File: config.mk
export PLATFORM = sky130hd
export DESIGN_NAME = wmft_ctrl
export DESIGN_NICKNAME = d
export VERILOG_FILES = /design/src/rtl/core/wmft_pkg.sv /design/src/rtl/core/wmft_ctrl.sv
export SDC_FILE = /design/constraint.sdc
export NUM_CORES = 1
export LEC_CHECK = 0
export BUFFER_PORTS_ARGS = -buffer_cell sky130_fd_sc_hd__buf_2
export CAP_MARGIN = 20
export CORE_AREA = 4 4 41 43
export DETAILED_ROUTE_END_ITERATION = 8
export DIE_AREA = 0 0 45 47
export SLEW_MARGIN = 10
export SYNTH_ARGS = -nofsm -noshare
export SYNTH_HDL_FRONTEND = slang
export SYNTH_SLANG_ARGS = --single-unit
File: constraint.sdc
create_clock -name clk -period 1.2 [get_ports clk]
set_input_delay 0.06 -clock clk [delete_from_list [all_inputs] [get_ports clk]]
set_output_delay 0.06 -clock clk [all_outputs]
set_load 0.05 [all_outputs]
File: src/rtl/core/wmft_pkg.sv
`timescale 1ns / 1ps

package wmft_pkg;

	// Field widths fixed by the interface
	localparam int CMD_W = 2;
	localparam int POS_W = 10;
	localparam int VAL_W = 10;

	localparam int POSITIONS = 1 << POS_W;
	localparam int VALUES    = 1 << VAL_W;

	// A count runs 0..POSITIONS
	localparam int CNT_W = $clog2(POSITIONS + 1);

	// Clear sweep covers the deeper of the two cleared memories
	localparam int CLR_W = (POS_W > VAL_W) ? POS_W : VAL_W;

	typedef enum logic [CMD_W-1:0] {
		CMD_LOAD   = 2'd0,
		CMD_ADD    = 2'd1,
		CMD_REMOVE = 2'd2,
		CMD_NONE   = 2'd3
	} cmd_t;

	// Controller -> datapath
	typedef struct packed {
		logic clear;     // clear sweep write
		logic accept;    // request taken: latch fields, store read/write
		logic cnt_rd;    // read occurrence count
		logic calc;      // new count, count write, histogram reads
		logic hist_old;  // histogram old-entry write, max update
		logic fin;       // histogram new-entry write, result registers
	} ctrl_cmd_t;

	// Datapath -> controller
	typedef struct packed {
		logic clr_last;
	} dp_status_t;

endpackage

File: src/rtl/core/wmft_ctrl.sv
`timescale 1ns / 1ps

module wmft_ctrl (
	input  logic                     clk,
	input  logic                     arst_n,
	input  logic                     start,
	input  logic [wmft_pkg::CMD_W-1:0] command,
	input  wmft_pkg::dp_status_t     status,
	output wmft_pkg::ctrl_cmd_t      ctrl,
	output logic                     busy,
	output logic                     done
);
	import wmft_pkg::*;

	typedef enum logic [2:0] {
		ST_CLEAR,
		ST_IDLE,
		ST_CNT_RD,
		ST_CALC,
		ST_HIST_OLD,
		ST_FIN
	} state_t;

	state_t state_q;
	logic   done_q;
	logic   is_window_cmd;

	assign is_window_cmd = (command == CMD_ADD) || (command == CMD_REMOVE);

	always_ff @(posedge clk or negedge arst_n) begin
		if (!arst_n) begin
			state_q <= ST_CLEAR;
			done_q  <= 1'b0;
		end else begin
			done_q <= (state_q == ST_FIN);
			case (state_q)
				ST_CLEAR: begin
					if (status.clr_last)
						state_q <= ST_IDLE;
				end
				ST_IDLE: begin
					if (start)
						state_q <= is_window_cmd ? ST_CNT_RD : ST_FIN;
				end
				ST_CNT_RD:   state_q <= ST_CALC;
				ST_CALC:     state_q <= ST_HIST_OLD;
				ST_HIST_OLD: state_q <= ST_FIN;
				ST_FIN:      state_q <= ST_IDLE;
				default:     state_q <= ST_IDLE;
			endcase
		end
	end

	always_comb begin
		ctrl.clear    = (state_q == ST_CLEAR);
		ctrl.accept   = (state_q == ST_IDLE) && start;
		ctrl.cnt_rd   = (state_q == ST_CNT_RD);
		ctrl.calc     = (state_q == ST_CALC);
		ctrl.hist_old = (state_q == ST_HIST_OLD);
		ctrl.fin      = (state_q == ST_FIN);
	end

	assign busy = (state_q != ST_IDLE);
	assign done = done_q;

endmodule

**Word-level counts from Yosys, hierarchy flattened**

Cells that the tools add are included.

- Bits in registers: 4
- Bits in latches: 0
- Memory bits (writable): 0
- ROM bits: 0
- Bits of input ports: 6
- Output and inout port bits: 8
- Word-level logic and storage cells: 20
- Memories kept: 0

- $add $sub $neg: 0
- $mul: 0
- Divide/modulo/power cells: 0
- $lt $le $gt $ge: 0
- Equality and inequality tests: 10
- Shifts and indexed selects: 0
- Muxes and demuxes: 4
- Bitwise logic cells: 0
- Reductions and logical operators: 4

Operators with widths:

| operator | number |
|---|---|
| $pmux 3 s5 | 1 |
| $mux 3 | 3 |
| $eq 3x2->1 const B | 2 |
| $eq 3x3->1 const B | 2 |
| $ne 2x2->1 const B | 2 |
| $eq 3x1->1 const B | 1 |
| $logic_not 3->1 | 1 |
| $ne 3x1->1 const B | 1 |
| $eq 2x1->1 const B | 1 |
| $eq 2x2->1 const B | 1 |
| $reduce_and 2->1 | 1 |
| $logic_and 1x1->1 | 1 |
| $logic_or 1x1->1 | 1 |

**Logic depth before layout (Yosys ltp)**

- Depth in word-level cells: 5
- Depth in mapped cells: 2
- Mapped depth without buffers: 2

**Worst setup path after synthesis**

OpenSTA, ideal clock, no wires.

- Kind: flip-flop to flip-flop
- Start point: reg state_q[0]
- End point: reg state_q[1]
- Arrival: 1.795 ns
- Required time: 1.129 ns
- Path slack: -0.667 ns
- Cell stages (with the launch flop): 3
- Period minus slack after synthesis: 1.867 ns
- Cells stage by stage: dfrtp_1 > nor3b_1 > a21o_1

RTL lines:

| item | line | source |
|---|---|---|
| from (decl) | wmft_ctrl.sv:24 | `state_t state_q;` |
| from (signal assigned) | wmft_ctrl.sv:43 | `state_q <= is_window_cmd ? ST_CNT_RD : ST_FIN;` |

==> run_results.csv <==
group,metric,value,unit
run_status,status,"finished with violations",
run_status,violations,"setup timing",
global_routing,grt_antenna_before_repair,0,
worst_setup_path,cp_max_fo,8,
min_path,min_from,"start",
place,place_area,325,um^2
die,dieArea,2120,um^2
logic_synthesis,syn-num-nets,24,
clocking,clk_latency,0.24,ns
routing,num_vias,230,
logic_synthesis,synth.distinct_cells,15,
logic_synthesis,synthSimpleGateAreaFrac,0.358,
routing,wl,652,um
die,fp-row-count,13,
global_routing,grt-ovfl-total,0,
routing,ant_nets,0,
logic_synthesis,synthAdderAreaFrac,0,
place,portBuffers,13,
logic_synthesis,ys.flop_type,"dfrtp_1",
place,place_congestion,0.771,
cells_and_area,finalNetCount,46,
die,die_y,47,um
clocking,cts_tree,"yes",
sta,drv_slew,0,
clocking,cts_root_buffer,"clkbuf_4",
routing,via_per_inst,4.26,
min_path,hold_class,"input pin to flop",
logic_synthesis,synthMuxAreaShare,0,
cells_and_area,fin_area,444,um^2
die,core,1300,um^2
global_routing,grt_pass1_vias,264,
worst_setup_path,critPathRequiredTime,1.14,ns
sta,tightest_slew,0.303,ns
logic_synthesis,yosysMostFrequentCell,"dfrtp_1",
cells_and_area,antenna_cells,0,
logic_synthesis,synth-compound-area-share,0.117,
min_path,hold_end,"state_q[0]",
logic_synthesis,synth.top_cell.area_share,0.447,
global_routing,grt_pass1_wl,1120,um
sta,rsz0062_at_grt,"yes",
sta,fin_crit_sh,1.04,
die,io_pins,14,
logic_synthesis,synthCells,18,
clocking,cts_made_buffers,3,
logic_synthesis,synth_top_area_cell,"dfrtp_1",
logic_synthesis,synth_warnings,0,
logic_synthesis,synth_seq_cells,4,
logic_synthesis,synth.avg_cell_area,12.4,um^2
logic_synthesis,synth_top_family_by_area,"simple AND/OR/NAND/NOR gates",
die,start_util,0.172,
sta,setup_ws,-0.0479,ns
sta,clock-skew-final,0.00532,ns
sta,setup_tns,-0.134,ns
worst_setup_path,reg2reg_depth,3,
worst_setup_path,crit_type,"flop to output pin",
min_path,hold_path_depth,2,
routing,wl_per_cell,12.1,um
clocking,cts_buffer_depth,2,
logic_synthesis,synth_area_leaders,"dfrtp_1 45%, and3b_4 5.6%, and4bb_2 5.6%",
clocking,cts.sinks,4,
logic_synthesis,async_flop_share,1.00,
routing,drc,0,
sta,relSlewSlack,0.796,
clocking,htree_levels,1,
worst_setup_path,rr_endpoint,"state_q[2]",
die,die_w,45,um
logic_synthesis,synth-xor-area-share,0.0782,
place,post-place-ws,0.0559,ns
cells_and_area,syn2layout_area_growth,98.3,%
global_routing,grtUsageTotal,0.0783,
worst_setup_path,arrival,1.19,ns
cells_and_area,final_common_cell,"buf_6",
worst_setup_path,r2r_setup_slack,0,ns
sta,hold_viol,0,
clocking,clk_pin_slew_worst_paths,0.04,ns
logic_synthesis,synth-edff-count,0,
worst_setup_path,cp-end-kind,"output pin",
global_routing,grt_max_degree,9,
sta,fin_crit,1.25,ns
sta,fmax,801,MHz
logic_synthesis,synth_area,224,um^2
job,drv_cap,0,
cells_and_area,drive_gt1_frac,0.744,
routing,drt_iter0_drc,1,
cells_and_area,layout_common_cells,"7 x buf_6, 6 x buf_2, 3 x clkbuf_4, 3 x dfrtp_2, 2 x buf_4",
worst_setup_path,startpoint_type,"flop",
worst_setup_path,regToRegStartpoint,"state_q[1]",
logic_synthesis,ys_seq_area_frac,0.447,
power,leakagePower,0.000201,uW
sta,setup_viol,5,
power,ir_drop,0.00166,V
power,powerDensity,2980,nW/um^2
routing,dr.pass1.iters,2,
logic make-up (layout without fill, tap and decap cells):
| kind of cell | after synthesis | count (layout) |
|---|---|---|
| DFF | 4 | 4 |
| buffers and inverters | 0 | 21 |
| and+or+nand+nor | 9 | 9 |
| xor gates and xnor gates | 2 | 2 |
| AOI/OAI and AO/OA | 3 | 3 |
flip-flops by register name, indices dropped and copies added (netlist names):
| signal | flops |
|---|---|
| done | 1 |
| state_q | 3 |
per-layer routing:
metal | GRT usage | part of all wire
met4 | 0.0526 | 0.0092
met5 | 0 | 0
met1 | 0.0913 | 0.43
met2 | 0.105 | 0.42
met3 | 0.0498 | 0.14
cell type report:
class	count	area [um^2]
Tap cell	15	18.8
Fill cell	139	857
Sequential cell	4	104
Clock buffer	4	26.3
Timing Repair Buffer	17	149
Multi-Input combinational cell	14	146
power by group:
part / total [uW] / internal, uW / switching (uW)
Clock: 184 / 125 / 59.0
Combinational: 853 / 362 / 492
Sequential: 289 / 194 / 95.1
Total: 1330 / 680 / 646
worst max-delay path, stage by stage, from the launching register on:
cell and delay [ns]:
dfrtp_2 0.46, and4bb_2 0.33, buf_6 0.16
how the worst max path moves through the flow:
stage               slack, ns  startpoint  cells after the start          to
floorplan               -0.18  state_q[1]                      2  state_q[1]
global placement         0.05  state_q[2]                      2  state_q[2]
detailed placement       0.06  state_q[2]                      2  state_q[2]
CTS                     -0.05  state_q[1]                      2     ctrl[4]
global route            -0.10  state_q[0]                      2     ctrl[3]
finish                  -0.05  state_q[1]                      2     ctrl[4]
repair_timing:
item                                   CTS  global route
buffers inserted                         1             2
gates resized for setup                 16             3
hold buffers                             1             0
endpoints found under the hold margin    4             0
pin swaps                                1             1
setup endpoints to repair                7             9
through the flow:
| stage | instances | hold slack (ns) | total power, uW | util |
|---|---|---|---|---|
| 6_report | 54 | 0.0464 | 1330 | 0.341 |
| 5_1_grt | 54 | 0.0466 | 1410 | 0.341 |
| 4_1_cts | 52 | 0.0336 | 1270 | 0.319 |
| 3_5_place_dp | 46 | -0.130 | 922 | 0.250 |
| 3_3_place_gp | 46 | -0.132 | 926 | 0.250 |
| 2_1_floorplan | 18 | -0.236 | 785 | - |
Power figures use the tool's default switching activity.
